===== config.mk =====
export PLATFORM = sky130hd
export DESIGN_NAME = epoch_synced_display_refresh_pacer
export DESIGN_NICKNAME = d
export VERILOG_FILES = /design/src/rtl/esdrp_pkg.sv /design/src/rtl/esdrp_ctrl.sv /design/src/rtl/esdrp_dp.sv /design/src/rtl/epoch_synced_display_refresh_pacer.sv
export SDC_FILE = /design/constraint.sdc
export NUM_CORES = 1
export LEC_CHECK = 0
export ABC_CLOCK_PERIOD_IN_PS = 7900
export BUFFER_PORTS_ARGS = -buffer_cell sky130_fd_sc_hd__buf_2
export CORE_UTILIZATION = 40
export DETAILED_ROUTE_END_ITERATION = 10
export PLACE_DENSITY = 0.57
export SLEW_MARGIN = 10
export SYNTH_ARGS = -nofsm -noshare
export SYNTH_HDL_FRONTEND = slang
export SYNTH_HIERARCHICAL = 1
export SYNTH_SLANG_ARGS = --single-unit

===== constraint.sdc =====
create_clock -name clk -period 7.9 [get_ports clk]
set_clock_uncertainty 0.15 [all_clocks]
set_input_delay 2.37 -clock clk [delete_from_list [all_inputs] [get_ports clk]]
set_output_delay 2.37 -clock clk [all_outputs]
set_load 0.005 [all_outputs]

===== src/rtl/esdrp_pkg.sv =====
// shared types, codes and constants of the display refresh pacer
package esdrp_pkg;

	localparam int TILES_WIDE_DEF  = 16;
	localparam int TILES_HIGH_DEF  = 8;
	localparam int CHUNK_TILES_DEF = 4;

	localparam int TIME_W   = 32;
	localparam int OP_W     = 2;
	localparam int CMD_W    = 2;
	localparam int TILE_X_W = 4;
	localparam int TILE_Y_W = 3;
	localparam int SHIFT_W  = 2;
	localparam int STEP_W   = 3;
	localparam int BURST_W  = 6;
	localparam int CFG_IDX_W  = 3;
	localparam int CFG_DATA_W = 32;

	localparam logic [TIME_W-1:0] NO_ITOW = '1;
	localparam logic [BURST_W-1:0] MAX_BURST = 6'd32;

	localparam logic [OP_W-1:0] OP_TICK  = 2'd0;
	localparam logic [OP_W-1:0] OP_BEGIN = 2'd1;
	localparam logic [OP_W-1:0] OP_SLEEP = 2'd2;

	localparam logic [CMD_W-1:0] CMD_RENDER = 2'd0;
	localparam logic [CMD_W-1:0] CMD_SLICE  = 2'd1;
	localparam logic [CMD_W-1:0] CMD_FULL   = 2'd2;
	localparam logic [CMD_W-1:0] CMD_SAVE   = 2'd3;

	localparam logic [CFG_IDX_W-1:0] CFG_PANEL   = 3'd0;
	localparam logic [CFG_IDX_W-1:0] CFG_REFRESH = 3'd1;
	localparam logic [CFG_IDX_W-1:0] CFG_SLICE   = 3'd2;
	localparam logic [CFG_IDX_W-1:0] CFG_SHIFT   = 3'd3;
	localparam logic [CFG_IDX_W-1:0] CFG_STALE   = 3'd4;
	localparam logic [CFG_IDX_W-1:0] CFG_BURST   = 3'd5;

	localparam logic [15:0] REFRESH_RST = 16'd1000;
	localparam logic [15:0] SLICE_RST   = 16'd10;
	localparam logic [31:0] SHIFT_RST   = 32'd60000;
	localparam logic [15:0] STALE_RST   = 16'd500;
	localparam logic [BURST_W-1:0] BURST_RST = 6'd4;

	typedef enum logic [2:0] {
		ST_IDLE,
		ST_LAND,
		ST_TEST,
		ST_PLAN,
		ST_BURST,
		ST_RENDER,
		ST_FULL,
		ST_SAVE
	} state_t;

	typedef struct packed {
		logic             capture;
		logic             land;
		logic             test;
		logic             begin_upd;
		logic             sleep_upd;
		logic             render_upd;
		logic             slice_upd;
		logic             burst_load;
		logic             burst_one;
		logic             emit;
		logic [CMD_W-1:0] emit_cmd;
		logic             emit_last;
		logic             push;
	} ctrl_cmd_t;

	typedef struct packed {
		logic [OP_W-1:0] op;
		logic            panel;
		logic            running;
		logic            busy;
		logic            landed;
		logic            flowing;
		logic            slice_due;
		logic            render_due;
		logic            out_free;
		logic            burst_zero;
		logic            burst_one_left;
		logic            slice_final;
	} dp_status_t;

	function automatic logic [SHIFT_W-1:0] shift_x_of(input logic [STEP_W-1:0] step);
		logic [SHIFT_W-1:0] r;
		case (step)
			3'd0: r = 2'd0;
			3'd1: r = 2'd1;
			3'd2: r = 2'd2;
			3'd3: r = 2'd2;
			3'd4: r = 2'd2;
			3'd5: r = 2'd1;
			3'd6: r = 2'd0;
			default: r = 2'd0;
		endcase
		return r;
	endfunction

	function automatic logic [SHIFT_W-1:0] shift_y_of(input logic [STEP_W-1:0] step);
		logic [SHIFT_W-1:0] r;
		case (step)
			3'd0: r = 2'd0;
			3'd1: r = 2'd0;
			3'd2: r = 2'd0;
			3'd3: r = 2'd1;
			3'd4: r = 2'd2;
			3'd5: r = 2'd2;
			3'd6: r = 2'd2;
			default: r = 2'd1;
		endcase
		return r;
	endfunction

endpackage


===== src/rtl/esdrp_ctrl.sv =====
// sequencing state machine of the display refresh pacer
module esdrp_ctrl (
	input  logic                  clk,
	input  logic                  arst_n,
	input  logic                  in_valid,
	output logic                  in_stall,
	input  esdrp_pkg::dp_status_t st,
	output esdrp_pkg::ctrl_cmd_t  cmd
);

	esdrp_pkg::state_t state_q, state_d;
	logic slice_last;

	always_ff @(posedge clk or negedge arst_n) begin
		if (!arst_n) begin
			state_q <= esdrp_pkg::ST_IDLE;
		end else begin
			state_q <= state_d;
		end
	end

	assign slice_last = st.burst_one_left | st.slice_final;

	always_comb begin
		state_d  = state_q;
		cmd      = '0;
		in_stall = (state_q != esdrp_pkg::ST_IDLE);
		case (state_q)
			esdrp_pkg::ST_IDLE: begin
				if (in_valid) begin
					cmd.capture = 1'b1;
					state_d     = esdrp_pkg::ST_LAND;
				end
			end
			esdrp_pkg::ST_LAND: begin
				state_d = esdrp_pkg::ST_IDLE;
				case (st.op)
					esdrp_pkg::OP_TICK: begin
						if (st.panel && st.running) begin
							cmd.land = 1'b1;
							state_d  = esdrp_pkg::ST_TEST;
						end
					end
					esdrp_pkg::OP_BEGIN: begin
						if (st.panel) begin
							cmd.begin_upd = 1'b1;
							state_d       = esdrp_pkg::ST_RENDER;
						end
					end
					esdrp_pkg::OP_SLEEP: begin
						if (st.panel && st.running) begin
							cmd.sleep_upd = 1'b1;
							state_d       = esdrp_pkg::ST_SAVE;
						end
					end
					default: state_d = esdrp_pkg::ST_IDLE;
				endcase
			end
			esdrp_pkg::ST_TEST: begin
				cmd.test = 1'b1;
				state_d  = esdrp_pkg::ST_PLAN;
			end
			esdrp_pkg::ST_PLAN: begin
				state_d = esdrp_pkg::ST_IDLE;
				if (st.busy) begin
					if (st.flowing) begin
						if (st.landed) begin
							cmd.slice_upd  = 1'b1;
							cmd.burst_load = 1'b1;
							state_d        = esdrp_pkg::ST_BURST;
						end
					end else if (st.slice_due) begin
						cmd.slice_upd  = 1'b1;
						cmd.burst_load = 1'b1;
						cmd.burst_one  = 1'b1;
						state_d        = esdrp_pkg::ST_BURST;
					end
				end else if (st.render_due && !(st.flowing && !st.landed)) begin
					cmd.render_upd = 1'b1;
					state_d        = esdrp_pkg::ST_RENDER;
				end
			end
			esdrp_pkg::ST_BURST: begin
				if (st.burst_zero || !st.busy) begin
					state_d = esdrp_pkg::ST_IDLE;
				end else if (st.out_free) begin
					cmd.emit      = 1'b1;
					cmd.emit_cmd  = esdrp_pkg::CMD_SLICE;
					cmd.emit_last = slice_last;
					cmd.push      = 1'b1;
					if (slice_last) begin
						state_d = esdrp_pkg::ST_IDLE;
					end
				end
			end
			esdrp_pkg::ST_RENDER: begin
				if (st.out_free) begin
					cmd.emit      = 1'b1;
					cmd.emit_cmd  = esdrp_pkg::CMD_RENDER;
					cmd.emit_last = (st.op != esdrp_pkg::OP_BEGIN);
					state_d       = (st.op == esdrp_pkg::OP_BEGIN) ?
						esdrp_pkg::ST_FULL : esdrp_pkg::ST_IDLE;
				end
			end
			esdrp_pkg::ST_FULL: begin
				if (st.out_free) begin
					cmd.emit      = 1'b1;
					cmd.emit_cmd  = esdrp_pkg::CMD_FULL;
					cmd.emit_last = 1'b1;
					state_d       = esdrp_pkg::ST_IDLE;
				end
			end
			esdrp_pkg::ST_SAVE: begin
				if (st.out_free) begin
					cmd.emit      = 1'b1;
					cmd.emit_cmd  = esdrp_pkg::CMD_SAVE;
					cmd.emit_last = 1'b1;
					state_d       = esdrp_pkg::ST_IDLE;
				end
			end
			default: state_d = esdrp_pkg::ST_IDLE;
		endcase
	end

endmodule


===== src/rtl/esdrp_dp.sv =====
// timers, epoch tracking, slice cursor, config registers and output beat register
module esdrp_dp #(
	parameter int TILES_WIDE  = esdrp_pkg::TILES_WIDE_DEF,
	parameter int TILES_HIGH  = esdrp_pkg::TILES_HIGH_DEF,
	parameter int CHUNK_TILES = esdrp_pkg::CHUNK_TILES_DEF
) (
	input  logic                                clk,
	input  logic                                arst_n,
	input  logic [esdrp_pkg::OP_W-1:0]          operation,
	input  logic [esdrp_pkg::TIME_W-1:0]        now_ms,
	input  logic                                epoch_valid,
	input  logic [esdrp_pkg::TIME_W-1:0]        epoch_itow,
	input  logic                                cfg_we,
	input  logic [esdrp_pkg::CFG_IDX_W-1:0]     cfg_index,
	input  logic [esdrp_pkg::CFG_DATA_W-1:0]    cfg_data,
	input  logic                                out_stall,
	output logic                                out_valid,
	output logic [esdrp_pkg::CMD_W-1:0]         command,
	output logic [esdrp_pkg::TILE_X_W-1:0]      tile_x,
	output logic [esdrp_pkg::TILE_Y_W-1:0]      tile_y,
	output logic [esdrp_pkg::SHIFT_W-1:0]       shift_x,
	output logic [esdrp_pkg::SHIFT_W-1:0]       shift_y,
	output logic                                last,
	input  esdrp_pkg::ctrl_cmd_t                cmd,
	output esdrp_pkg::dp_status_t               st
);

	localparam int ROW_CHUNKS = TILES_WIDE / CHUNK_TILES;
	localparam bit HAS_SLICES = (ROW_CHUNKS * TILES_HIGH) > 0;
	localparam int COL_W    = (ROW_CHUNKS > 1) ? $clog2(ROW_CHUNKS) : 1;
	localparam int ROW_W    = (TILES_HIGH > 1) ? $clog2(TILES_HIGH) : 1;
	localparam int COL_LAST = (ROW_CHUNKS > 0) ? ROW_CHUNKS - 1 : 0;
	localparam int ROW_LAST = TILES_HIGH - 1;
	localparam int TW       = esdrp_pkg::TIME_W;

	// latched input beat
	logic [esdrp_pkg::OP_W-1:0] op_q;
	logic [TW-1:0]              now_q;
	logic                       evalid_q;
	logic [TW-1:0]              itow_q;

	// config registers
	logic                             panel_q;
	logic [15:0]                      refresh_q;
	logic [15:0]                      slice_int_q;
	logic [31:0]                      shift_int_q;
	logic [15:0]                      stale_q;
	logic [esdrp_pkg::BURST_W-1:0]    spe_q;

	// block state
	logic                          running_q;
	logic                          busy_q;
	logic [TW-1:0]                 seen_itow_q;
	logic [TW-1:0]                 epoch_seen_q;
	logic [TW-1:0]                 render_time_q;
	logic [TW-1:0]                 shift_time_q;
	logic [TW-1:0]                 slice_time_q;
	logic [COL_W-1:0]              col_q;
	logic [ROW_W-1:0]              row_q;
	logic [esdrp_pkg::STEP_W-1:0]  step_q;
	logic [esdrp_pkg::BURST_W-1:0] remain_q;

	// decision flags
	logic landed_q;
	logic flowing_q;
	logic slice_due_q;
	logic render_due_q;
	logic shift_due_q;

	// output beat register
	logic                           out_valid_q;
	logic [esdrp_pkg::CMD_W-1:0]    command_q;
	logic [esdrp_pkg::TILE_X_W-1:0] tile_x_q;
	logic [esdrp_pkg::TILE_Y_W-1:0] tile_y_q;
	logic [esdrp_pkg::SHIFT_W-1:0]  shift_x_q;
	logic [esdrp_pkg::SHIFT_W-1:0]  shift_y_q;
	logic                           last_q;

	logic                           landed;
	logic                           col_end;
	logic                           row_end;
	logic                           out_free;
	logic [esdrp_pkg::BURST_W-1:0]  burst_len;
	logic [esdrp_pkg::TILE_X_W-1:0] slice_tx;
	logic [esdrp_pkg::TILE_Y_W-1:0] slice_ty;

	assign landed   = evalid_q && (itow_q != esdrp_pkg::NO_ITOW) && (itow_q != seen_itow_q);
	assign col_end  = (col_q == COL_W'(COL_LAST));
	assign row_end  = (row_q == ROW_W'(ROW_LAST));
	assign out_free = !out_valid_q || !out_stall;
	assign burst_len = (spe_q > esdrp_pkg::MAX_BURST) ? esdrp_pkg::MAX_BURST : spe_q;
	assign slice_tx = esdrp_pkg::TILE_X_W'(32'(col_q) * 32'(CHUNK_TILES));
	assign slice_ty = esdrp_pkg::TILE_Y_W'(row_q);

	always_ff @(posedge clk) begin
		if (cmd.capture) begin
			op_q     <= operation;
			now_q    <= now_ms;
			evalid_q <= epoch_valid;
			itow_q   <= epoch_itow;
		end
	end

	always_ff @(posedge clk or negedge arst_n) begin
		if (!arst_n) begin
			panel_q     <= 1'b1;
			refresh_q   <= esdrp_pkg::REFRESH_RST;
			slice_int_q <= esdrp_pkg::SLICE_RST;
			shift_int_q <= esdrp_pkg::SHIFT_RST;
			stale_q     <= esdrp_pkg::STALE_RST;
			spe_q       <= esdrp_pkg::BURST_RST;
		end else if (cfg_we) begin
			case (cfg_index)
				esdrp_pkg::CFG_PANEL:   panel_q     <= cfg_data[0];
				esdrp_pkg::CFG_REFRESH: refresh_q   <= cfg_data[15:0];
				esdrp_pkg::CFG_SLICE:   slice_int_q <= cfg_data[15:0];
				esdrp_pkg::CFG_SHIFT:   shift_int_q <= cfg_data[31:0];
				esdrp_pkg::CFG_STALE:   stale_q     <= cfg_data[15:0];
				esdrp_pkg::CFG_BURST:   spe_q       <= cfg_data[esdrp_pkg::BURST_W-1:0];
				default: ;
			endcase
		end
	end

	always_ff @(posedge clk or negedge arst_n) begin
		if (!arst_n) begin
			running_q     <= 1'b0;
			busy_q        <= 1'b0;
			seen_itow_q   <= esdrp_pkg::NO_ITOW;
			epoch_seen_q  <= '0;
			render_time_q <= '0;
			shift_time_q  <= '0;
			slice_time_q  <= '0;
			col_q         <= '0;
			row_q         <= '0;
			step_q        <= '0;
			remain_q      <= '0;
			landed_q      <= 1'b0;
			flowing_q     <= 1'b0;
			slice_due_q   <= 1'b0;
			render_due_q  <= 1'b0;
			shift_due_q   <= 1'b0;
		end else begin
			if (cmd.land) begin
				landed_q <= landed;
				if (landed) begin
					seen_itow_q  <= itow_q;
					epoch_seen_q <= now_q;
				end
			end
			if (cmd.test) begin
				flowing_q    <= (seen_itow_q != esdrp_pkg::NO_ITOW) &&
					((now_q - epoch_seen_q) < {16'd0, stale_q});
				slice_due_q  <= (now_q - slice_time_q) >= {16'd0, slice_int_q};
				render_due_q <= (now_q - render_time_q) >= {16'd0, refresh_q};
				shift_due_q  <= (now_q - shift_time_q) >= shift_int_q;
			end
			if (cmd.begin_upd) begin
				running_q     <= 1'b1;
				render_time_q <= now_q;
				shift_time_q  <= now_q;
			end
			if (cmd.sleep_upd) begin
				running_q <= 1'b0;
				busy_q    <= 1'b0;
				col_q     <= '0;
				row_q     <= '0;
			end
			if (cmd.render_upd) begin
				render_time_q <= now_q;
				slice_time_q  <= now_q;
				busy_q        <= HAS_SLICES;
				col_q         <= '0;
				row_q         <= '0;
				if (shift_due_q) begin
					shift_time_q <= now_q;
					step_q       <= step_q + 1'b1;
				end
			end
			if (cmd.slice_upd) begin
				slice_time_q <= now_q;
			end
			if (cmd.burst_load) begin
				remain_q <= cmd.burst_one ? esdrp_pkg::BURST_W'(1) : burst_len;
			end
			if (cmd.push) begin
				remain_q <= remain_q - 1'b1;
				if (col_end) begin
					col_q <= '0;
					if (row_end) begin
						row_q  <= '0;
						busy_q <= 1'b0;
					end else begin
						row_q <= row_q + 1'b1;
					end
				end else begin
					col_q <= col_q + 1'b1;
				end
			end
		end
	end

	always_ff @(posedge clk or negedge arst_n) begin
		if (!arst_n) begin
			out_valid_q <= 1'b0;
		end else if (cmd.emit) begin
			out_valid_q <= 1'b1;
		end else if (!out_stall) begin
			out_valid_q <= 1'b0;
		end
	end

	always_ff @(posedge clk) begin
		if (cmd.emit) begin
			command_q <= cmd.emit_cmd;
			last_q    <= cmd.emit_last;
			tile_x_q  <= (cmd.emit_cmd == esdrp_pkg::CMD_SLICE) ? slice_tx : '0;
			tile_y_q  <= (cmd.emit_cmd == esdrp_pkg::CMD_SLICE) ? slice_ty : '0;
			shift_x_q <= (cmd.emit_cmd == esdrp_pkg::CMD_RENDER) ?
				esdrp_pkg::shift_x_of(step_q) : '0;
			shift_y_q <= (cmd.emit_cmd == esdrp_pkg::CMD_RENDER) ?
				esdrp_pkg::shift_y_of(step_q) : '0;
		end
	end

	assign out_valid = out_valid_q;
	assign command   = command_q;
	assign tile_x    = tile_x_q;
	assign tile_y    = tile_y_q;
	assign shift_x   = shift_x_q;
	assign shift_y   = shift_y_q;
	assign last      = last_q;

	always_comb begin
		st                = '0;
		st.op             = op_q;
		st.panel          = panel_q;
		st.running        = running_q;
		st.busy           = busy_q;
		st.landed         = landed_q;
		st.flowing        = flowing_q;
		st.slice_due      = slice_due_q;
		st.render_due     = render_due_q;
		st.out_free       = out_free;
		st.burst_zero     = (remain_q == '0);
		st.burst_one_left = (remain_q == esdrp_pkg::BURST_W'(1));
		st.slice_final    = col_end && row_end;
	end

endmodule


===== src/rtl/epoch_synced_display_refresh_pacer.sv =====
// top level of the epoch synchronized display refresh pacer
// a begin or sleep passes the idle and land states before its first result beat is registered,
// a tick also the test and plan states; the input side stalls until the sequencer is idle again,
// so a new beat is taken only once the last is through; an ignored beat goes back from land
// a full 32 slice burst holds the input side, one slice beat per cycle unless out_stall holds it
// reset: arst_n clears all control state and loads config defaults, no clearing pass
module epoch_synced_display_refresh_pacer #(
	parameter int TILES_WIDE  = esdrp_pkg::TILES_WIDE_DEF,
	parameter int TILES_HIGH  = esdrp_pkg::TILES_HIGH_DEF,
	parameter int CHUNK_TILES = esdrp_pkg::CHUNK_TILES_DEF
) (
	input  logic                             clk,
	input  logic                             arst_n,
	input  logic                             in_valid,
	output logic                             in_stall,
	input  logic [esdrp_pkg::OP_W-1:0]       operation,
	input  logic [esdrp_pkg::TIME_W-1:0]     now_ms,
	input  logic                             epoch_valid,
	input  logic [esdrp_pkg::TIME_W-1:0]     epoch_itow,
	output logic                             out_valid,
	input  logic                             out_stall,
	output logic [esdrp_pkg::CMD_W-1:0]      command,
	output logic [esdrp_pkg::TILE_X_W-1:0]   tile_x,
	output logic [esdrp_pkg::TILE_Y_W-1:0]   tile_y,
	output logic [esdrp_pkg::SHIFT_W-1:0]    shift_x,
	output logic [esdrp_pkg::SHIFT_W-1:0]    shift_y,
	output logic                             last,
	input  logic                             cfg_valid,
	output logic                             cfg_ready,
	input  logic [esdrp_pkg::CFG_IDX_W-1:0]  cfg_index,
	input  logic [esdrp_pkg::CFG_DATA_W-1:0] cfg_data
);

	esdrp_pkg::ctrl_cmd_t  cmd;
	esdrp_pkg::dp_status_t st;

	assign cfg_ready = 1'b1;

	esdrp_ctrl u_ctrl (
		.clk      (clk),
		.arst_n   (arst_n),
		.in_valid (in_valid),
		.in_stall (in_stall),
		.st       (st),
		.cmd      (cmd)
	);

	esdrp_dp #(
		.TILES_WIDE  (TILES_WIDE),
		.TILES_HIGH  (TILES_HIGH),
		.CHUNK_TILES (CHUNK_TILES)
	) u_dp (
		.clk         (clk),
		.arst_n      (arst_n),
		.operation   (operation),
		.now_ms      (now_ms),
		.epoch_valid (epoch_valid),
		.epoch_itow  (epoch_itow),
		.cfg_we      (cfg_valid & cfg_ready),
		.cfg_index   (cfg_index),
		.cfg_data    (cfg_data),
		.out_stall   (out_stall),
		.out_valid   (out_valid),
		.command     (command),
		.tile_x      (tile_x),
		.tile_y      (tile_y),
		.shift_x     (shift_x),
		.shift_y     (shift_y),
		.last        (last),
		.cmd         (cmd),
		.st          (st)
	);

endmodule

; ---- After elaboration in Yosys (flattened, before gate mapping)
; Cells that the tools add are included.
[op_classes]
n_eq_ne = 34
n_bitwise = 1
reduce_logical = 40
addsub = 8
muxes = 73
magnitude_cmp = 5
[op_table]
columns = op, n
row1 = 2-to-1 mux 32 bit, 7
row2 = subtractor 32 bit, 4
row3 = greater-or-equal comparator 32 x 16 -> 1 bit, 2
row4 = inequality test 32 bit (second input constant), 2
row5 = 2-to-1 mux 3 bit, 21
row6 = greater-or-equal comparator 32 bit, 1
row7 = less-than comparator 32 x 16 -> 1 bit, 1
row8 = inequality test 32 bit, 1
row9 = == test 3 bit (second input constant), 10
row10 = 2-to-1 mux 6 bit, 4
row11 = 2-to-1 mux 1 bit, 22
row12 = one-hot mux 3 bit (7 select lines), 1
row13 = == test 3 x 2 -> 1 bit (second input constant), 6
row14 = 2-to-1 mux 2 bit, 8
row15 = 2-to-1 mux 4 bit, 4
row16 = one-hot mux 4 bit (4 select lines), 1
row17 = AND reduction 2 bit, 8
row18 = 2-to-1 mux 5 bit, 2
row19 = == test 3 x 1 -> 1 bit (second input constant), 3
row20 = logical NOT 3 bit, 3
row21 = one-hot mux 3 bit (3 select lines), 1
row22 = OR reduction 3 bit, 3
row23 = inequality test 2 x 1 -> 1 bit (second input constant), 4
row24 = one-hot mux 2 bit (2 select lines), 2
row25 = other kinds (19), 40
[word_totals]
inputBits = 107
elab_cells = 196
ff_bits = 353
out_inout_bits = 17

; ---- Depth between registers and ports, before layout
; Gate-level depths: netlist (run 1).
[depth]
word_depth = 11
ltp_mapped = 24
ltp_nobuf = 24

; ---- Hierarchy
; Netlist (run 1), hierarchy kept.
[modules_own_cells]
columns = module, n_inst, seq_area_each_um2, area_each_um2, cells_per_inst
row1 = esdrp_dp, 1, 9172.5, 22112.5, 2178
row2 = esdrp_ctrl, 1, 75.1, 460.4, 61
row3 = epoch_synced_display_refresh_pacer, 1, 0.0, 11.3, 2

; ---- Least setup slack after synthesis (run 1)
; No wires, ideal clock.
[synth_path]
kind = input port to flip-flop
from = in in_valid
to = reg u_dp.evalid_q (enable)
cell_stages = 2
setup_slack_ns = 2.056
path_buffers = 0
t_arrival_ns = 5.202
required_time_ns = 7.258
setup_ns = 0.492
cell_sequence = inv_1 nor2_1
[synth_lines]
columns = element, line_no
row1 = "start, declared", epoch_synced_display_refresh_pacer.sv:14  ; input logic in_valid,
row2 = "end signal, assigned", esdrp_dp.sv:99  ; evalid_q <= epoch_valid;
row3 = "end, declared", esdrp_dp.sv:39  ; logic evalid_q;

; ---- Worst setup path after layout (run 1)
[layout_path]
from = reg u_dp.now_q[0]
to = reg u_dp.shift_due_q
[layout_via]
elab_chain_len = 2
[layout_rtl]
columns = element, line_no
row1 = "start, declared", esdrp_dp.sv:38  ; logic [TW-1:0] now_q;
row2 = "start signal, assigned", esdrp_dp.sv:98  ; now_q <= now_ms;
row3 = subtractor 32 bit, esdrp_dp.sv:156  ; shift_due_q <= (now_q - shift_time_q) >= shift_int_q;
row4 = greater-or-equal comparator 32 bit, esdrp_dp.sv:156
row5 = "end signal, assigned", esdrp_dp.sv:156
row6 = "end, declared", esdrp_dp.sv:68  ; logic shift_due_q;
; No other way between the ends.
; A chain may end at the register's enable or synchronous reset.

==> flow_summary.json, run 1 <==
{
  "cp.arrival_ns": 5.80,
  "cts_tree": "built",
  "row_count": 86,
  "antenna_found_initial": 2,
  "initial_core_util": 0.408,
  "required_ns": 8.21,
  "hpwl_um": 41800,
  "drc": 0,
  "cts_sinks": 351,
  "final.fill_count": 5257,
  "ys_async_sr_fraction": 0.775,
  "ir_drop_mv": 0.175,
  "slew_headroom": 0.234,
  "cts_setup_buffers": 0,
  "worstSetupEndpointType": "flip-flop",
  "final-max-slew-violation-count": 0,
  "cp-start-kind": "flip-flop",
  "drtIter0Drc": 950,
  "gp_congestion": 0.865,
  "tightest_slew_ns": 1.15,
  "ant_nets": 0,
  "clock_latency_ns": 0.59,
  "finalCritPeriodShare": 0.695,
  "nets": 2683,
  "synth_edf_count": 79,
  "synth_seq_cells": 351,
  "critical_path_class": "reg2reg",
  "p_comb_frac": 0.548,
  "p_sw_frac": 0.414,
  "crit_path_cell_trace": "inv_1, ha_1, inv_1, fa_1, a21o_1, a21o_1, a211oi_2, o211ai_1, o31ai_1, a21oi_1, a41o_1, o21a_1, nor2_1, xnor2_1, ha_1, nor2b_1, o21ai_0, nand2b_1, a21oi_1, nor2b_1, o21ai_0, nand2b_1, a2111oi_0, a31oi_1",
  "die_area_mm2": 0.0574,
  "die_w_um": 240,
  "yosysMostFrequentCell": "inv_1",
  "synth.area.top_cells": "dfrtp_1 24%, ha_1 12%, edfxtp_1 11%",
  "rsz0062_at_grt": "no",
  "drive_gt1_frac": 0.208,
  "max_cap_viol_count": 0,
  "grt_pass1_vias": 16700,
  "clk_pin_slew_ns": 0.06,
  "grt_max_degree": 151,
  "design_area_mm2": 0.0256,
  "worstPathMaxFanout": 8,
  "core_area_mm2": 0.0554,
  "hold_class": "reg2reg",
  "clkPwrFrac": 0.187,
  "die_h_um": 240,
  "synth.distinct_cells": 91,
  "cts_buffers": 42,
  "clock_path_buffers": 3,
  "avgRoutedWirePerCell_um": 17.6,
  "ys_seq_area_frac": 0.409,
  "cts_resized": 0,
  "synth.top_cells.by_count": "254 x inv_1, 217 x dfrtp_1, 212 x ha_1",
  "grt_pass1_wl_um": 88300,
  "slowest_stage": "a2111oi_0",
  "finalCriticalPeriod_ns": 5.49,
  "seqPwrFrac": 0.265,
  "status": "complete, no violations",
  "ys_warn_count": 6,
  "synth.avg_cell_area_um2": 10.1,
  "synth_cells": 2241,
  "wl_um": 55200,
  "dr.pass1.iters": 7,
  "place.port_buffers": 120,
  "fmax_mhz": 182,
  "p_sw_mw": 4.75,
  "finalHoldViolations": 0,
  "insertedDiodeCount": 0,
  "ctsHoldBuffers": 0,
  "vias": 16700,
  "grt_overflow": 0,
  "ioPinCount": 124,
  "critical_path.max_stage_delay_ns": 0.42,
  "setup_viol": 0,
  "synth_ff_type": "dfrtp_1",
  "netlist.area_leader.share": 0.240,
  "root_buffer": "clkbuf_16",
  "power_density_mw_per_mm2": 449,
  "track_usage": 0.196,
  "p_int_mw": 6.73,
  "htree_num_levels": 2,
  "yosysTopAreaCell": "dfrtp_1",
  "areaGrowthSynthToFinish_pct": 13.3,
  "synth_area_mm2": 0.0226,
  "finalSetupTns_ns": 0,
  "avgViaCountPerCell": 5.32,
  "p_leak_nw": 11.5,
  "placed_cell_area_mm2": 0.0240
}
==> metal layers <==
metal / vias to the layer above / track usage / routed length [um]
li1: 8224 / - / -
met1: 8079 / 0.261 / 26000
met3: 100 / 0.0292 / 2080
met4: 2 / 0.0674 / 1700
met2: 311 / 0.323 / 25400
met5: - / 0 / 8
==> sequential cells by signal (all words and copies together), names as in the netlist, 6 cells and up <==
signal              count
u_dp/spe_q              6
u_dp/refresh_q         16
u_dp/slice_time_q      32
u_dp/render_time_q     32
u_dp/seen_itow_q       32
u_dp/epoch_seen_q      32
u_dp/shift_time_q      32
u_dp/shift_int_q       32
u_dp/now_q             32
u_dp/slice_int_q       16
u_dp/remain_q           6
u_dp/stale_q           16
u_dp/itow_q            32
==> stage by stage <==
step	utilization	worst slack (ns)	hold WS (ns)	power [mW]	std cells
4_1_cts	0.462	2.41	0.338	11.6	3142
3_3_place_gp	0.434	2.45	0.318	9.17	3064
3_5_place_dp	0.434	2.40	0.325	9.32	3064
5_1_grt	0.462	1.91	0.357	12.5	3142
6_report	0.462	2.41	0.337	11.5	3142
2_1_floorplan	-	2.06	0.304	7.79	2242
==> worst max-delay path, delay by kind of cell, from the launching register on <==
kind	cells	cell delay (ns)
xor+xnor	1	0.13
fa+ha+maj	3	0.86
simple gates	5	0.46
buf+inv	2	0.24
compound gates	13	3.16
flops	1	0.35
==> cell type report <==
class	instances	area [um2]	area share
Tap cell	748	936	0.0366
Clock inverter	23	367	0.0143
Clock buffer	55	1190	0.0466
Inverter	256	961	0.0376
Timing Repair Buffer	134	728	0.0285
Multi-Input combinational cell	1575	12200	0.475
Sequential cell	351	9250	0.361
==> power groups by stage <==
stage               combinational, mW  clock [mW]  sequential (mW)
global placement                 6.11           0             3.05
CTS                              6.28        2.22             3.05
detailed placement               6.24           0             3.08
finish                           6.29        2.15             3.05
floorplan                        4.87           0             2.92
global route                     7.06        2.29             3.14
==> logic make-up after synthesis <==
group                    after synthesis  share of synthesized area
multiplexers                         211                      0.105
adder cells (fa/ha/maj)              216                      0.121
buffers and inverters                316                     0.0553
other                                  2                   0.000333
AND/OR/NAND/NOR                      494                      0.108
flip-flops                           351                      0.409
AO/OA/AOI/OAI                        523                      0.151
XOR/XNOR                             128                     0.0496
==> placed cells by master (no fill, tap or decap), types with 27 or more instances in the layout <==
cell / count
inv_1: 254
dfrtp_1: 217
ha_1: 212
mux2_2: 201
a21oi_1: 144
nand2_1: 143
buf_2: 119
nor2_1: 117
o21ai_0: 106
edfxtp_1: 79
xnor2_1: 66
a21o_1: 65
xor2_1: 62
dfstp_2: 55
clkbuf_16: 43
nand4_1: 39
nor2b_1: 28
nand3_1: 27
==> path summary, 6_finish.rpt <==
kind                                       startpoint               endpoint  slack, ns  cells after the start
worst min-delay path            u_dp/render_time_q[0]  u_dp/render_time_q[0]       0.34                      2
worst min register to register  u_dp/render_time_q[0]  u_dp/render_time_q[0]       0.34                      2
worst max-delay path                    u_dp/now_q[0]       u_dp/shift_due_q       2.41                     24
max in group asynchronous                      arst_n   u_dp/slice_time_q[0]       4.72                      2
worst max register to register          u_dp/now_q[0]       u_dp/shift_due_q       2.41                     24
min in group asynchronous                      arst_n   u_dp/epoch_seen_q[0]       1.57                      1
Power figures use the tool's default switching activity.
==> inputs of run 2 (changes only) <==
--- a/config.mk
+++ b/config.mk
@@ -5,7 +5,7 @@
 export SDC_FILE = /design/constraint.sdc
 export NUM_CORES = 1
 export LEC_CHECK = 0
-export ABC_CLOCK_PERIOD_IN_PS = 7900
+export ABC_CLOCK_PERIOD_IN_PS = 5100
 export BUFFER_PORTS_ARGS = -buffer_cell sky130_fd_sc_hd__buf_2
 export CORE_UTILIZATION = 40
 export DETAILED_ROUTE_END_ITERATION = 10
==> constraint.sdc (replaced) <==
create_clock -name clk -period 5.1 [get_ports clk]
set_clock_uncertainty 0.15 [all_clocks]
set_input_delay 1.53 -clock clk [delete_from_list [all_inputs] [get_ports clk]]
set_output_delay 1.53 -clock clk [all_outputs]
set_load 0.005 [all_outputs]
==> run 2 against run 1 <==
  * Maximum frequency up 11%
  * Largest cell class unchanged
  * Combinational power up 62%
  * Global-route usage down 0.074 points
  * Die area unchanged
  * Critical path depth down 3
  * Non-clock buffer count up 44
  * Critical path type unchanged
  * Power up 56%
  * Worst hold slack worse by 0.0012 ns
  * Core utilization up 0.62 points
  * Critical endpoint is now u_dp/slice_due_q
  * Register-to-register slack worse by 2.3 ns
==> flow_summary.json, run 2 (synthesized netlist as in run 1, its figures left out) <==
{
  "status": "complete, no violations",
  "regToRegEndpoint": "u_dp/slice_due_q",
  "avgRoutedWirePerCell_um": 17.2,
  "clk_pin_slew_ns": 0.06,
  "place.port_buffers": 120,
  "p_sw_mw": 7.50,
  "p_leak_nw": 11.6,
  "cp-start-kind": "flip-flop",
  "track_usage": 0.195,
  "cts_sinks": 351,
  "ir_drop_mv": 0.290,
  "crit_path_start": "u_dp/now_q[2]",
  "dr.pass1.iters": 5,
  "dr_wl_met2_um": 25000,
  "die_area_mm2": 0.0574,
  "root_buffer": "clkbuf_16",
  "areaGrowthSynthToFinish_pct": 14.8,
  "reg2reg_slack_ns": 0.15,
  "p_int_mw": 10.4,
  "finalCriticalPeriod_ns": 4.95,
  "grt_pass1_wl_um": 87800,
  "p_comb_frac": 0.568,
  "ioPinCount": 124,
  "rsz0062_at_grt": "yes",
  "hpwl_um": 42200,
  "row_count": 86,
  "wl_um": 54900,
  "r2r-start": "u_dp/now_q[2]",
  "gp_congestion": 0.880,
  "avgViaCountPerCell": 5.22,
  "htree_num_levels": 2,
  "initial_core_util": 0.408,
  "worstSetupEndpointType": "flip-flop",
  "ctsHoldBuffers": 0,
  "design_area_mm2": 0.0259,
  "clock_path_buffers": 3,
  "finalHoldViolations": 0,
  "antenna_found_initial": 0,
  "p_sw_frac": 0.420,
  "fmax_mhz": 202,
  "drive_gt1_frac": 0.228,
  "grt_overflow": 0,
  "required_ns": 5.40,
  "cts_tree": "built",
  "die_w_um": 240,
  "wl_met1_um": 26000,
  "fin_worst_hold_slack_ns": 0.336,
  "cts_buffers": 43,
  "finalSetupTns_ns": 0,
  "die_h_um": 240,
  "clock_latency_ns": 0.60,
  "crit_end": "u_dp/slice_due_q",
  "top_layer": "met4",
  "final_common_cell": "inv_1",
  "drc": 0,
  "clkPwrFrac": 0.170,
  "drtIter0Drc": 749,
  "max_cap_viol_count": 0,
  "grt_max_degree": 97,
  "final_cell_mix": "252 x inv_1, 217 x dfrtp_1, 210 x ha_1",
  "nets": 2728,
  "core_area_mm2": 0.0554,
  "power_density_mw_per_mm2": 689,
  "final-max-slew-violation-count": 0,
  "insertedDiodeCount": 0,
  "hold_depth": 2,
  "placed_cell_area_mm2": 0.0243,
  "hold_class": "reg2reg",
  "worstPathMaxFanout": 7,
  "vias": 16600,
  "finalCritPeriodShare": 0.970,
  "cp.arrival_ns": 5.25,
  "ant_nets": 0,
  "seqPwrFrac": 0.261,
  "slew_headroom": 0.257,
  "setup_viol": 0,
  "critical_path_class": "reg2reg",
  "ff2ff_path_depth": 21,
  "met3_length_um": 2010,
  "final.fill_count": 5127,
  "grt_pass1_vias": 16800,
  "tightest_slew_ns": 1.11
}
==> run 2: cell types whose count changed in the layout (fill, tap and decap cells not counted), sizes merged <==
cell,delta
buf,+44
bufinv,-6
clkbuf,+4
clkinv,+6
clkinvlp,-2
inv,-1
==> run 2: worst min-delay path by stage <==
stage,to,from
3_5_place_dp,u_dp/slice_time_q[0],u_dp/slice_time_q[0]
6_report,u_dp/slice_time_q[0],u_dp/slice_time_q[0]
3_3_place_gp,u_dp/epoch_seen_q[0],u_dp/epoch_seen_q[0]
4_1_cts,u_dp/slice_time_q[0],u_dp/slice_time_q[0]
2_1_floorplan,u_dp/epoch_seen_q[0],u_dp/epoch_seen_q[0]
5_1_grt,u_dp/slice_time_q[0],u_dp/slice_time_q[0]
==> run 2: timing repair <==
item / CTS / global route
setup buffers: 3 / 5
pin swaps: 5 / 19
setup endpoints to repair: 2 / 4
resized for setup: 5 / 31
==> run 2: through the flow <==
| step | setup slack [ns] | instances | util | power [mW] |
|---|---|---|---|---|
| 2_1_floorplan | 0.0955 | 2242 | - | 12.1 |
| 3_3_place_gp | -0.0907 | 3100 | 0.439 | 14.4 |
| 3_5_place_dp | -0.178 | 3100 | 0.439 | 14.6 |
| 4_1_cts | 0.0153 | 3182 | 0.465 | 17.8 |
| 5_1_grt | -0.0653 | 3187 | 0.468 | 19.5 |
| 6_report | 0.151 | 3187 | 0.468 | 17.9 |
==> run 2: final cells by class <==
cell class / instances / area (um2) / area share
Tap cell: 748 / 936 / 0.0361
Timing Repair Buffer: 178 / 1070 / 0.0414
Clock buffer: 59 / 1200 / 0.0461
Sequential cell: 351 / 9250 / 0.357
Clock inverter: 20 / 216 / 0.00835
Inverter: 256 / 961 / 0.0371
Multi-Input combinational cell: 1575 / 12300 / 0.474
==> run 2: layer usage <==
layer,vias up,global-route usage
li1,8322,-
met1,7913,0.260
met4,0,0.0709
met5,-,0
met2,295,0.318
met3,102,0.0322
==> run 2: worst max-delay path: stages (launching register included) <==
cell	delay [ns]
edfxtp_1	0.41
buf_4	0.19
ha_2	0.32
o211ai_1	0.20
a21o_1	0.17
a21oi_1	0.12
o31a_1	0.33
a21o_1	0.23
a21oi_1	0.16
nor2b_1	0.06
o31a_1	0.24
ha_1	0.29
a21o_1	0.19
a21o_1	0.20
a2111oi_4	0.34
o211ai_1	0.13
a211o_1	0.28
nor3_1	0.13
and4_1	0.22
o2111ai_1	0.09
nor4_1	0.21
a31oi_1	0.12
==> run 2: power groups by stage <==
stage	combinational, mW	sequential [mW]	clock [mW]
final	10.2	4.67	3.04
after detailed placement	9.88	4.71	0
after CTS	9.99	4.67	3.16
after global routing	11.4	4.80	3.27
after global placement	9.70	4.68	0
after floorplan	7.54	4.52	0
==> inputs of run 3 (changes only) <==
--- a/config.mk
+++ b/config.mk
@@ -5,7 +5,7 @@
 export SDC_FILE = /design/constraint.sdc
 export NUM_CORES = 1
 export LEC_CHECK = 0
-export ABC_CLOCK_PERIOD_IN_PS = 5100
+export ABC_CLOCK_PERIOD_IN_PS = 5600
 export BUFFER_PORTS_ARGS = -buffer_cell sky130_fd_sc_hd__buf_2
 export CORE_UTILIZATION = 40
 export DETAILED_ROUTE_END_ITERATION = 10
==> constraint.sdc (replaced) <==
create_clock -name clk -period 5.6 [get_ports clk]
set_clock_uncertainty 0.15 [all_clocks]
set_input_delay 1.68 -clock clk [delete_from_list [all_inputs] [get_ports clk]]
set_output_delay 1.68 -clock clk [all_outputs]
set_load 0.005 [all_outputs]
==> run 3 against run 2 <==
  * Non-clock buffer count is 37 lower
  * Combinational power shrank 12%
  * Flip-flop and latch count unchanged
  * Register-to-register slack gained 0.29 ns
  * Final cell count shrank 1.2%
  * Power is 9.3% lower
  * Via count rose by 1.1%
==> flow_summary.json, run 3 (synthesized netlist as in run 1, its figures left out) <==
{
  "initial_core_util": 0.408,
  "cts_buffers": 43,
  "wl_met1_um": 26300,
  "dp.cells": 3069,
  "row_count": 86,
  "worstSetupEndpointType": "flip-flop",
  "design_area_mm2": 0.0256,
  "fmax_mhz": 194,
  "final-max-slew-violation-count": 0,
  "cp-start-kind": "flip-flop",
  "core_area_mm2": 0.0554,
  "worstPathMaxFanout": 8,
  "dr_wl_met2_um": 26500,
  "utilization": 0.463,
  "status": "complete, no violations",
  "drive_gt1_frac": 0.209,
  "critical_path_class": "reg2reg",
  "insertedDiodeCount": 0,
  "max_cap_viol_count": 0,
  "finalHoldViolations": 0,
  "grt_max_degree": 95,
  "grt_overflow": 0,
  "drtIter0Drc": 910,
  "gp_congestion": 0.892,
  "ioPinCount": 124,
  "cts_sinks": 351,
  "placed_cell_area_mm2": 0.0241,
  "clock_latency_ns": 0.60,
  "required_ns": 5.90,
  "top_layer": "met5",
  "clock_path_buffers": 3,
  "cts_tree": "built",
  "grt_pass1_wl_um": 89200,
  "cp.arrival_ns": 5.46,
  "power_density_mw_per_mm2": 632,
  "drc": 0,
  "die_area_mm2": 0.0574,
  "tightest_slew_ns": 1.16,
  "ctsHoldBuffers": 0,
  "avgViaCountPerCell": 5.34,
  "met3_length_um": 2240,
  "die_w_um": 240,
  "hold_class": "reg2reg",
  "finalCritPeriodShare": 0.921,
  "wl_um": 56500,
  "ir_drop_mv": 0.268,
  "vias": 16800,
  "htree_num_levels": 2,
  "nets": 2691,
  "final_common_cell": "inv_1",
  "setup_viol": 0,
  "die_h_um": 240,
  "track_usage": 0.199,
  "fin_worst_hold_slack_ns": 0.338,
  "finalSetupTns_ns": 0,
  "antenna_found_initial": 3,
  "slew_headroom": 0.227,
  "dr.pass1.iters": 6,
  "root_buffer": "clkbuf_16",
  "hpwl_um": 42800,
  "final.fill_count": 5197,
  "ant_nets": 0,
  "areaGrowthSynthToFinish_pct": 13.6,
  "fin_cells": 3150,
  "p_leak_nw": 11.5,
  "rsz0062_at_grt": "no",
  "final_cell_mix": "254 x inv_1, 217 x dfrtp_1, 212 x ha_1",
  "place.port_buffers": 120,
  "finalCriticalPeriod_ns": 5.16,
  "avgRoutedWirePerCell_um": 17.9,
  "grt_pass1_vias": 16700,
  "clk_pin_slew_ns": 0.06
}
run 3: through the flow:
step | setup WS (ns) | power (mW)
detailed placement | 0.247 | 13.2
floorplan | 0.446 | 11.0
global route | 0.0282 | 17.6
finish | 0.441 | 16.2
CTS | 0.231 | 16.3
global placement | 0.393 | 13.0
run 3: area by class of cell:
cell class	count	area, um2	share of cell area
Sequential cell	351	9250	0.361
Clock inverter	27	379	0.0148
Tap cell	748	936	0.0365
Clock buffer	52	1140	0.0444
Timing Repair Buffer	141	806	0.0314
Inverter	256	961	0.0375
Multi-Input combinational cell	1575	12200	0.475
run 3: report_power, final:
group / internal [mW] / leakage, nW / total (mW) / switching, mW
logic: 3.99 / 6.72 / 8.95 / 4.96
registers: 3.65 / 4.02 / 4.30 / 0.645
clock network: 1.79 / 0.730 / 2.95 / 1.16
total: 9.44 / 11.5 / 16.2 / 6.76
run 3: critical path, stage by stage (launching register included):
cell	delay, ns
edfxtp_1	0.53
ha_1	0.40
a21o_1	0.21
nor3_1	0.20
a21oi_1	0.15
o31a_1	0.34
a21o_1	0.26
a22oi_1	0.33
o31a_1	0.21
ha_1	0.24
a21o_1	0.18
a21o_1	0.17
a2111oi_0	0.43
o211ai_1	0.15
a211o_1	0.26
nor3_1	0.15
and4_1	0.23
o2111ai_1	0.10
nor4_1	0.20
a31oi_1	0.12
run 3: repair_timing:
item                                   in CTS  in global routing
setup endpoints to repair                   0                  2
endpoints found under the hold margin       0                  0
setup buffers                               0                  2
resized for setup                           0                  6
run 3: worst paths after layout:
| check | startpoint | to | slack (ns) | cells past startpoint |
|---|---|---|---|---|
| worst max register to register | u_dp/now_q[4] | u_dp/slice_due_q | 0.44 | 19 |
| min in group asynchronous | arst_n | u_dp/spe_q[1] | 0.99 | 1 |
| worst min-delay path | u_dp/shift_time_q[0] | u_dp/shift_time_q[0] | 0.34 | 2 |
| worst max-delay path | u_dp/now_q[4] | u_dp/slice_due_q | 0.44 | 19 |
| max in group asynchronous | arst_n | u_dp/seen_itow_q[3] | 3.36 | 2 |
| worst min register to register | u_dp/shift_time_q[0] | u_dp/shift_time_q[0] | 0.34 | 2 |
run 3: routing by layer:
metal | global-route usage | vias to the layer above
met3 | 0.0286 | 92
met5 | 0 | -
li1 | - | 8256
met1 | 0.261 | 8140
met4 | 0.0610 | 6
met2 | 0.337 | 323
